<file path="config.mk">
export PLATFORM = sky130hd
export DESIGN_NAME = circular_deque_unit_flat
export DESIGN_NICKNAME = d
export VERILOG_FILES = /design/src/cdq_pkg.sv /design/src/cdq_if.sv /design/src/cdq_ram.sv /design/src/cdq_ptr.sv /design/src/circular_deque_unit.sv /design/src/flat_wrapper.sv
export SDC_FILE = /design/constraint.sdc
export NUM_CORES = 1
export LEC_CHECK = 0
export BUFFER_PORTS_ARGS = -buffer_cell sky130_fd_sc_hd__buf_2
export CORE_MARGIN = 2
export CORE_UTILIZATION = 25
export DETAILED_ROUTE_END_ITERATION = 16
export HOLD_SLACK_MARGIN = 0.06
export SETUP_SLACK_MARGIN = 0.02
export SYNTH_ARGS = -nofsm -noshare
export SYNTH_HDL_FRONTEND = slang
export SYNTH_HIERARCHICAL = 1
export SYNTH_SLANG_ARGS = --single-unit
export TNS_END_PERCENT = 100
</file>
<file path="constraint.sdc">
create_clock -name clk -period 15.4 [get_ports clk]
set_clock_uncertainty 0.05 [all_clocks]
set_input_delay 3.08 -clock clk [delete_from_list [all_inputs] [get_ports clk]]
set_output_delay 3.08 -clock clk [all_outputs]
set_load 0.1 [all_outputs]
</file>
<file path="src/cdq_pkg.sv">
// Shared types and constants for the circular deque unit.
package cdq_pkg;

  localparam int DEPTH   = 8;
  localparam int WORD_W  = 32;
  localparam int PTR_W   = (DEPTH > 1) ? $clog2(DEPTH) : 1;
  localparam int CNT_W   = $clog2(DEPTH + 1);
  localparam int OCC_W   = 4;
  localparam int KIND_W  = 2;
  localparam int STAT_W  = 2;

  typedef logic [PTR_W-1:0]  ptr_t;
  typedef logic [CNT_W-1:0]  cnt_t;
  typedef logic [WORD_W-1:0] word_t;

  typedef enum logic [KIND_W-1:0] {
    REQ_PUSH_FRONT  = 2'd0,
    REQ_PUSH_BACK   = 2'd1,
    REQ_REMOVE_FRONT = 2'd2,
    REQ_REMOVE_BACK = 2'd3
  } req_kind_t;

  typedef enum logic [STAT_W-1:0] {
    STAT_DONE  = 2'd0,
    STAT_FULL  = 2'd1,
    STAT_EMPTY = 2'd2
  } status_t;

  typedef enum logic {
    S_IDLE,
    S_READ
  } state_t;

  // Decision for one request, from the pointer unit to the top level.
  typedef struct packed {
    status_t          status;
    logic             wr_en;
    logic             rd_en;
    ptr_t             addr;
    logic [OCC_W-1:0] occupancy;
    logic             is_empty;
    logic             is_full;
  } plan_t;

endpackage

</file>
<file path="src/cdq_if.sv">
// Handshake channel interfaces for requests and responses.
interface cdq_req_if;
  import cdq_pkg::*;
  logic                     valid;
  logic                     ready;
  logic [KIND_W-1:0]        req_type;
  logic signed [WORD_W-1:0] push_value;

  modport source (output valid, output req_type, output push_value, input ready);
  modport sink   (input valid, input req_type, input push_value, output ready);
endinterface

interface cdq_rsp_if;
  import cdq_pkg::*;
  logic                     valid;
  logic                     ready;
  logic [STAT_W-1:0]        status;
  logic signed [WORD_W-1:0] removed_value;
  logic [OCC_W-1:0]         occupancy;
  logic                     is_empty;
  logic                     is_full;

  modport source (output valid, output status, output removed_value, output occupancy,
                  output is_empty, output is_full, input ready);
  modport sink   (input valid, input status, input removed_value, input occupancy,
                  input is_empty, input is_full, output ready);
endinterface

</file>
<file path="src/cdq_ram.sv">
// Single-port synchronous RAM with registered read data.
module cdq_ram #(
  parameter int WIDTH = 32,
  parameter int DEPTH = 8,
  parameter int AW    = (DEPTH > 1) ? $clog2(DEPTH) : 1
) (
  input  logic             clk,
  input  logic             we,
  input  logic [AW-1:0]    addr,
  input  logic [WIDTH-1:0] wdata,
  output logic [WIDTH-1:0] rdata
);

  logic [WIDTH-1:0] mem [DEPTH];

  always_ff @(posedge clk) begin
    if (we) begin
      mem[addr] <= wdata;
    end
    rdata <= mem[addr];
  end

endmodule

</file>
<file path="src/cdq_ptr.sv">
// Front/rear pointers and word count; decides the outcome of each request.
module cdq_ptr (
  input  logic                      clk,
  input  logic                      rst,
  input  logic                      upd,
  input  logic [cdq_pkg::KIND_W-1:0] req_type,
  output cdq_pkg::plan_t            plan
);
  import cdq_pkg::*;

  ptr_t front, front_next;
  ptr_t rear, rear_next;
  cnt_t count, count_next;
  logic full, empty;

  function automatic ptr_t ptr_up(input ptr_t p);
    return (p == PTR_W'(DEPTH - 1)) ? '0 : p + PTR_W'(1);
  endfunction

  function automatic ptr_t ptr_dn(input ptr_t p);
    return (p == '0) ? PTR_W'(DEPTH - 1) : p - PTR_W'(1);
  endfunction

  assign full  = (count == CNT_W'(DEPTH));
  assign empty = (count == '0);

  always_comb begin
    front_next  = front;
    rear_next   = rear;
    count_next  = count;
    plan.status = STAT_DONE;
    plan.wr_en  = 1'b0;
    plan.rd_en  = 1'b0;
    plan.addr   = front;
    case (req_kind_t'(req_type))
      REQ_PUSH_FRONT, REQ_PUSH_BACK: begin
        if (full) begin
          plan.status = STAT_FULL;
        end else begin
          plan.wr_en = 1'b1;
          count_next = count + CNT_W'(1);
          if (empty) begin
            // first word always lands in entry zero
            front_next = '0;
            rear_next  = '0;
            plan.addr  = '0;
          end else if (req_kind_t'(req_type) == REQ_PUSH_FRONT) begin
            front_next = ptr_dn(front);
            plan.addr  = front_next;
          end else begin
            rear_next = ptr_up(rear);
            plan.addr = rear_next;
          end
        end
      end
      REQ_REMOVE_FRONT, REQ_REMOVE_BACK: begin
        if (empty) begin
          plan.status = STAT_EMPTY;
        end else begin
          plan.rd_en = 1'b1;
          count_next = count - CNT_W'(1);
          if (req_kind_t'(req_type) == REQ_REMOVE_FRONT) begin
            plan.addr = front;
            if (count > CNT_W'(1)) front_next = ptr_up(front);
          end else begin
            plan.addr = rear;
            if (count > CNT_W'(1)) rear_next = ptr_dn(rear);
          end
        end
      end
      default: ;
    endcase
    plan.occupancy = OCC_W'(count_next);
    plan.is_empty  = (count_next == '0);
    plan.is_full   = (count_next == CNT_W'(DEPTH));
  end

  always_ff @(posedge clk) begin
    if (rst) begin
      front <= '0;
      rear  <= '0;
      count <= '0;
    end else if (upd) begin
      front <= front_next;
      rear  <= rear_next;
      count <= count_next;
    end
  end

endmodule

</file>
<file path="src/circular_deque_unit.sv">
// Top level of the circular deque unit: request/response channels, ring memory, sequencing.
//
// A double-ended queue of DEPTH signed 32-bit words held in a single-port ring
// memory. Each request pushes a word at the front or back, or removes the word
// at the front or back; every request yields exactly one response with a
// status (done, full, empty), the removed word (zero unless a removal
// succeeded), and the occupancy with empty and full flags after the request.
// Timing: the response to a push or a refused request is in the output
// register on the next edge. A successful removal first passes through the
// registered read of the ring memory (state S_READ); no new request is
// taken while that read is in flight. A new request is taken while a finished
// response waits only if the response is being taken in the same cycle.
// The memory needs no clearing after reset: only written entries are read.
module circular_deque_unit (
  input  logic       clk,
  input  logic       rst,
  cdq_req_if.sink    req,
  cdq_rsp_if.source  rsp
);
  import cdq_pkg::*;

  state_t state, state_next;
  plan_t  plan;
  logic   accept;
  word_t  rdata;

  // output register
  logic             out_valid;
  status_t          out_status;
  word_t            out_removed;
  logic [OCC_W-1:0] out_occ;
  logic             out_empty;
  logic             out_full;

  // Pointer bookkeeping; commits only on an accepted item.
  cdq_ptr u_ptr (
    .clk      (clk),
    .rst      (rst),
    .upd      (accept),
    .req_type (req.req_type),
    .plan     (plan)
  );

  // Ring store: write on a push, read on every access (used for removals).
  cdq_ram #(
    .WIDTH (WORD_W),
    .DEPTH (DEPTH)
  ) u_ram (
    .clk   (clk),
    .we    (accept && plan.wr_en),
    .addr  (plan.addr),
    .wdata (word_t'(req.push_value)),
    .rdata (rdata)
  );

  assign accept = req.valid && req.ready;

  // Sequencer: hold off new items while a removal read is pending, and
  // while the output register is occupied and not draining.
  always_comb begin
    state_next = state;
    req.ready  = 1'b0;
    case (state)
      S_IDLE: begin
        req.ready = !out_valid || rsp.ready;
        if (req.valid && req.ready && plan.rd_en) state_next = S_READ;
      end
      S_READ: begin
        state_next = S_IDLE;
      end
      default: state_next = S_IDLE;
    endcase
  end

  always_ff @(posedge clk) begin
    if (rst) begin
      state <= S_IDLE;
    end else begin
      state <= state_next;
    end
  end

  // Output valid: drop when taken, raise on a finished item.
  always_ff @(posedge clk) begin
    if (rst) begin
      out_valid <= 1'b0;
    end else if (accept && !plan.rd_en) begin
      out_valid <= 1'b1;
    end else if (state == S_READ) begin
      out_valid <= 1'b1;
    end else if (rsp.ready) begin
      out_valid <= 1'b0;
    end
  end

  // Output payload: status and counts are known at accept; the removed word
  // arrives from memory in the cycle after, while in state S_READ.
  always_ff @(posedge clk) begin
    if (accept) begin
      out_status  <= plan.status;
      out_removed <= '0;
      out_occ     <= plan.occupancy;
      out_empty   <= plan.is_empty;
      out_full    <= plan.is_full;
    end else if (state == S_READ) begin
      out_removed <= rdata;
    end
  end

  assign rsp.valid         = out_valid;
  assign rsp.status        = out_status;
  assign rsp.removed_value = out_removed;
  assign rsp.occupancy     = out_occ;
  assign rsp.is_empty      = out_empty;
  assign rsp.is_full       = out_full;

  // A successful removal shows its response once the S_READ state has passed.
  a_remove_latency: assert property (@(posedge clk) disable iff (rst)
    accept && plan.rd_en |-> ##2 rsp.valid)
    else $error("removal response not delivered on time");

  // A push that is taken reports done on the next edge.
  a_push_done: assert property (@(posedge clk) disable iff (rst)
    accept && plan.wr_en |=> rsp.valid && rsp.status == STAT_DONE)
    else $error("push response missing or wrong status");

  // A refused item carries a zero word and a refusal status.
  a_refused: assert property (@(posedge clk) disable iff (rst)
    accept && !plan.wr_en && !plan.rd_en |=>
      rsp.valid && rsp.removed_value == '0 && rsp.status != STAT_DONE)
    else $error("refused request reported wrongly");

  // The output register is free while a memory read is in flight.
  a_read_slot: assert property (@(posedge clk) disable iff (rst)
    !(state == S_READ && out_valid))
    else $error("output register busy during removal read");

endmodule
</file>
<file path="src/flat_wrapper.sv">
// flat-port wrapper written by rule: the top's interface ports become plain ports
module circular_deque_unit_flat import cdq_pkg::*;
  (clk, rst, req_valid, req_req_type, req_push_value, req_ready, rsp_valid, rsp_status, rsp_removed_value, rsp_occupancy, rsp_is_empty, rsp_is_full, rsp_ready);
  cdq_req_if req_i ();
  cdq_rsp_if rsp_i ();
  input  logic clk;
  input  logic rst;
  input wire logic [$bits(req_i.valid)-1:0] req_valid;
  input wire logic [$bits(req_i.req_type)-1:0] req_req_type;
  input wire logic [$bits(req_i.push_value)-1:0] req_push_value;
  output wire logic [$bits(req_i.ready)-1:0] req_ready;
  output wire logic [$bits(rsp_i.valid)-1:0] rsp_valid;
  output wire logic [$bits(rsp_i.status)-1:0] rsp_status;
  output wire logic [$bits(rsp_i.removed_value)-1:0] rsp_removed_value;
  output wire logic [$bits(rsp_i.occupancy)-1:0] rsp_occupancy;
  output wire logic [$bits(rsp_i.is_empty)-1:0] rsp_is_empty;
  output wire logic [$bits(rsp_i.is_full)-1:0] rsp_is_full;
  input wire logic [$bits(rsp_i.ready)-1:0] rsp_ready;
  assign req_i.valid = req_valid;
  assign req_i.req_type = req_req_type;
  assign req_i.push_value = req_push_value;
  assign req_ready = req_i.ready;
  assign rsp_valid = rsp_i.valid;
  assign rsp_status = rsp_i.status;
  assign rsp_removed_value = rsp_i.removed_value;
  assign rsp_occupancy = rsp_i.occupancy;
  assign rsp_is_empty = rsp_i.is_empty;
  assign rsp_is_full = rsp_i.is_full;
  assign rsp_i.ready = rsp_ready;
  circular_deque_unit u_core (.clk(clk), .rst(rst), .req(req_i), .rsp(rsp_i));
endmodule
</file>
## After elaboration in Yosys (flattened, before gate mapping)

Memory sizes are Yosys's and may differ from the RTL's. A register that Yosys moved wholly into a read port is not among the register bits.
Index checks and enable logic that the tools add are counted.

| operators by class | value |
|---|---|
| bitwise operators | 1 |
| multipliers | 0 |
| magnitude comparators | 1 |
| multiplexer cells | 41 |
| reductions and logical operators | 18 |
| $add $sub $neg | 6 |
| eq/ne operators | 14 |
| shift-type cells | 0 |
| div/mod/pow operators | 0 |

Operator list:

| operator | count |
|---|---|
| $mux W3 | 20 |
| $pmux W3 S2 | 3 |
| $mux W4 | 3 |
| $reduce_and A6 Y1 | 2 |
| $mux W1 | 11 |
| $ne A2 B2 Y1 const B | 5 |
| $eq A4 B4 Y1 const B | 2 |
| $logic_not A4 Y1 | 2 |
| $pmux W4 S2 | 1 |
| $add A3 B1 Y3 const B | 2 |
| $eq A3 B3 Y1 const B | 2 |
| $logic_not A3 Y1 | 2 |
| $ne A3 B3 Y1 const B | 2 |
| $sub A3 B1 Y3 const B | 2 |
| $logic_and A1 B1 Y1 | 5 |
| $add A4 B1 Y4 const B | 1 |
| $eq A2 B2 Y1 const B | 2 |
| $gt A4 B1 Y1 const B | 1 |
| $pmux W2 S2 | 1 |
| $reduce_or A2 Y1 | 2 |
| $sub A4 B1 Y4 const B | 1 |
| $reduce_bool A3 Y1 | 1 |
| $eq A2 B1 Y1 const B | 1 |
| $logic_not A1 Y1 | 2 |
| other kinds (5) | 5 |

| word-level totals | value |
|---|---|
| logic and storage cells | 92 |
| memories | 1 |
| ROM bits | 0 |
| output and inout port bits | 42 |
| bits in latches | 0 |
| bits in writable memories | 256 |
| register bits after elaboration | 52 |
| input port bits | 38 |

Memories:

| memory | words | width | read ports | clocked after Yosys merged registers in | wr ports | line | RTL |
|---|---|---|---|---|---|---|---|
| u_core.u_ram.mem | 8 | 32 | 1 | 1 | 1 | cdq_ram.sv:14 | `logic [WIDTH-1:0] mem [DEPTH];` |

## Longest topological paths before layout

| logic depth | value |
|---|---|
| word-level depth | 7 |
| gate-level depth with buffers | 15 |

## Modules after synthesis

Netlist, hierarchy kept.

By module, submodules not included:

| module | cells an instance | area an instance (µm²) | instances | seq. area each (µm²) |
|---|---|---|---|---|
| cdq_ram | 453 | 10,500.1 | 1 | 8,328.0 |
| circular_deque_unit | 125 | 1,596.5 | 1 | 920.9 |
| cdq_ptr | 138 | 1,094.8 | 1 | 200.2 |

## Worst setup path after synthesis

No wires, ideal clock.

| path | value |
|---|---|
| path type | input port to flip-flop |
| start | in req_req_type[1] |
| end | mem u_core.u_ram.mem[4][0], enable pin |
| setup time | 0.461 ns |
| path buffers | 6 |
| data required time | 14.889 ns |
| path slack | 8.002 ns |
| cell stages on the path | 11 |
| arrival | 6.887 ns |
| path through | buf_2 -> buf_2 -> buf_2 -> nand3_1 -> o21ai_1 -> a221o_1 -> buf_2 -> buf_2 -> buf_2 -> nand2_1 -> nor3_1 |

RTL lines:

| item | line | RTL |
|---|---|---|
| start: declaration | flat_wrapper.sv:9 | `input wire logic [$bits(req_i.req_type)-1:0] req_req_type;` |
| end: declaration | cdq_ram.sv:14 |  |

## Worst setup path after layout

| path | value |
|---|---|
| start | in rsp_ready |
| end | out req_ready |

| between the ends | value |
|---|---|
| cells in the longest elaborated chain, start to end | 2 |

RTL lines:

| item | line | RTL |
|---|---|---|
| start: declaration | flat_wrapper.sv:18 | `input wire logic [$bits(rsp_i.ready)-1:0] rsp_ready;` |
| $logic_or A1 B1 Y1 | circular_deque_unit.sv:65 | `req.ready = !out_valid \|\| rsp.ready;` |
| $mux W1 | circular_deque_unit.sv:63 | `case (state)` |
| end: declaration | flat_wrapper.sv:11 | `output wire logic [$bits(req_i.ready)-1:0] req_ready;` |

No other way between the ends.

==> impl_metrics.env <==
export IMPL_synth_nets=765
export IMPL_ys_seq_area_share_pct=71.6
export IMPL_gr_total_overflow=0
export IMPL_synth_seq_cells=340
export IMPL_finalSetupTns_ps=0
export IMPL_crit_required_ps=12270
export IMPL_slew_headroom_pct=21.5
export IMPL_gp_congestion=0.767
export IMPL_drt_pass1_iterations=5
export IMPL_period_minus_slack_ps=7030
export IMPL_synthTopCellsByArea="edfxtp_1, dfxtp_1, mux4_1"
export IMPL_core_area_um2=52300
export IMPL_syn_to_final_growth_pct=17.6
export IMPL_clockBufferDepth=3
export IMPL_netlist_area_um2=13200
export IMPL_wl_per_cell_um=17.9
export IMPL_wl_mm=27.2
export IMPL_ys_types=62
export IMPL_die_width_um=234
export IMPL_r2r_cells=10
export IMPL_dp_hpwl_mm=16.3
export IMPL_synth_edf_count=264
export IMPL_worstPathArrival_ps=3900
export IMPL_htreeDepth=2
export IMPL_postCtsSetupRepairBufs=0
export IMPL_fmax_mhz=142
export IMPL_slowest_delay_ps=460
export IMPL_cts_resized=0
export IMPL_nets=851
export IMPL_ys_async_sr_fraction_pct=0
export IMPL_drive_above_1_share_pct=26.7
export IMPL_ys_flop_type="edfxtp_1"
export IMPL_cp_end_kind="output port"
export IMPL_hp_class="flop to flop"
export IMPL_hold_viol=0
export IMPL_slowest_stage="buf_2"
export IMPL_io_buffers=79
export IMPL_drtAntennaViolNets=0
export IMPL_critPathKind="input port to output port"
export IMPL_power_leakage_nw=5.27
export IMPL_synth_top_cell_area_share_pct=60.1
export IMPL_row_count=84
export IMPL_holdPathStages=1
export IMPL_synth_avg_cell_area_um2=18.4
export IMPL_holdWs_ps=402
export IMPL_clkTransAtPathRegs_ps=60
export IMPL_status="finished, final reports clean"
export IMPL_cts_buffers=36
export IMPL_netlist_instances=716
export IMPL_start_util_pct=25.2
export IMPL_clockRootBuffer="clkbuf_16"
export IMPL_dieArea_um2=54600
export IMPL_fillers=5127
export IMPL_ys_warn_count=6
export IMPL_antenna_found_initial=2
export IMPL_avgViaCountPerCell=4.37
export IMPL_routed_via_count=6632
export IMPL_cts_tree="built"
export IMPL_finalSetupViolations=0
export IMPL_rsz0062_at_grt="no"
export IMPL_synth_most_common_cell="edfxtp_1"
export IMPL_power_density_nw_per_um2=154
export IMPL_fin_crit_sh_pct=45.7
export IMPL_drtIter0Drc=483
export IMPL_grt_pass1_wl_mm=41.4
export IMPL_drv_cap=0
export IMPL_holdBufCountCts=0
export IMPL_yosys_top_cells_count="edfxtp_1, dfxtp_1, mux4_1"
export IMPL_critPathLaunchType="input port"
export IMPL_die_y_um=234
export IMPL_clock_sinks=340
export IMPL_yosysTopAreaCell="edfxtp_1"
export IMPL_critPathMaxFanout=5
export IMPL_pin_count=80
export IMPL_clk_latency_ps=530
export IMPL_tightest_slew_ps=1170
export IMPL_irDropWorstVdd_mv=0.0782
export IMPL_crit_top_cell="buf_2"
export IMPL_crit_chain="buf_2 > inv_1 > a21oi_4 > buf_2"
export IMPL_grt_max_degree=67
export IMPL_grt_pass1_vias=6926
export IMPL_maxSlewViolCount=0
export IMPL_drc_errors=0
export IMPL_grt_usage_pct=9.90
where the power goes:
group | internal (W) | switching (W) | total [W] | leakage (nW)
combinational | 0.000156 | 0.000280 | 0.000437 | 1.67
sequential | 0.00107 | 0.0000284 | 0.00110 | 3.02
clock | 0.000510 | 0.000353 | 0.000863 | 0.581
total | 0.00174 | 0.000661 | 0.00240 | 5.27
critical path: cells and delay by family:
family                 cells  cell delay, ps
buffers and inverters      3             640
AOI/OAI and AO/OA          1             180
area by class of cell:
class | instances | area (µm²) | share of cell area (%)
Tap cell | 688 | 861 | 5.55
Inverter | 15 | 56.3 | 0.363
Clock buffer | 54 | 1050 | 6.77
Timing Repair Buffer | 89 | 470 | 3.03
Clock inverter | 12 | 151 | 0.976
Antenna cell | 1 | 2.50 | 0.0161
Multi-Input combinational cell | 320 | 3480 | 22.4
Sequential cell | 340 | 9450 | 60.9
cell usage in the layout, fill, tap and decap left out, drive strengths merged, types with 17 or more instances in the layout:
cell type and instances:
mux2 31, edfxtp 264, o21ai 17, a21oi 17
a22o 32, clkbuf 54, mux4 50, nor2b 37
dfxtp 76, buf 89
per-layer routing:
layer	track usage, %	part of all wire (%)
met5	0	0
met4	2.97	1.7
met3	2.10	4.7
met2	16.8	49
met1	12.6	45
flip-flops by register name, indices dropped and copies added (netlist names):
| register | cells |
|---|---|
| u_core/u_ram/rdata | 32 |
| u_core/u_ram/mem | 256 |
| u_core/rsp.occupancy | 4 |
| u_core/u_ptr/rear | 3 |
| u_core/rsp.is_full | 1 |
| u_core/u_ptr/front | 3 |
| u_core/rsp.status | 2 |
| u_core/rsp.is_empty | 1 |
| u_core/state | 1 |
| u_core/rsp.valid | 1 |
| u_core/rsp.removed_value | 32 |
| u_core/u_ptr/count | 4 |
final timing paths:
check / from / end / slack [ps]
setup reg to reg: u_core/u_ptr/count[1]$_SDFFE_PP0P_ / u_core/u_ram/mem[1][5]$_DFFE_PP_ / 10680
setup / recovery: rsp_ready / req_ready / 8370
hold reg to reg: u_core/u_ram/rdata[12]$_DFF_P_ / u_core/rsp.removed_value[12]$_SDFFE_PP0P_ / 400
hold / removal: u_core/u_ram/rdata[12]$_DFF_P_ / u_core/rsp.removed_value[12]$_SDFFE_PP0P_ / 400
kinds of logic (layout without fill, tap and decap cells):
kind of cell / after synthesis / in the layout / synth area share, %
other cells: 0 / 1 / 0
compound gates: 110 / 110 / 6.54
fa+ha+maj: 11 / 11 / 1.04
simple gates: 99 / 99 / 4.31
xor+xnor: 3 / 3 / 0.199
flops: 340 / 340 / 71.6
buf+inv: 56 / 170 / 2.68
mux: 97 / 97 / 13.6
per-stage QoR:
step	utilization (%)	cells	total power [W]	instance area (µm²)	setup WS, ps
after floorplan	-	716	0.00146	13200	8000
after global placement	27.3	1452	0.00155	14300	8130
after detailed placement	27.3	1452	0.00156	14300	8010
after CTS	29.6	1518	0.00243	15500	8360
after global routing	29.6	1518	0.00249	15500	8190
final	29.6	1519	0.00240	15500	8370
(Power assumes the default switching activity.)
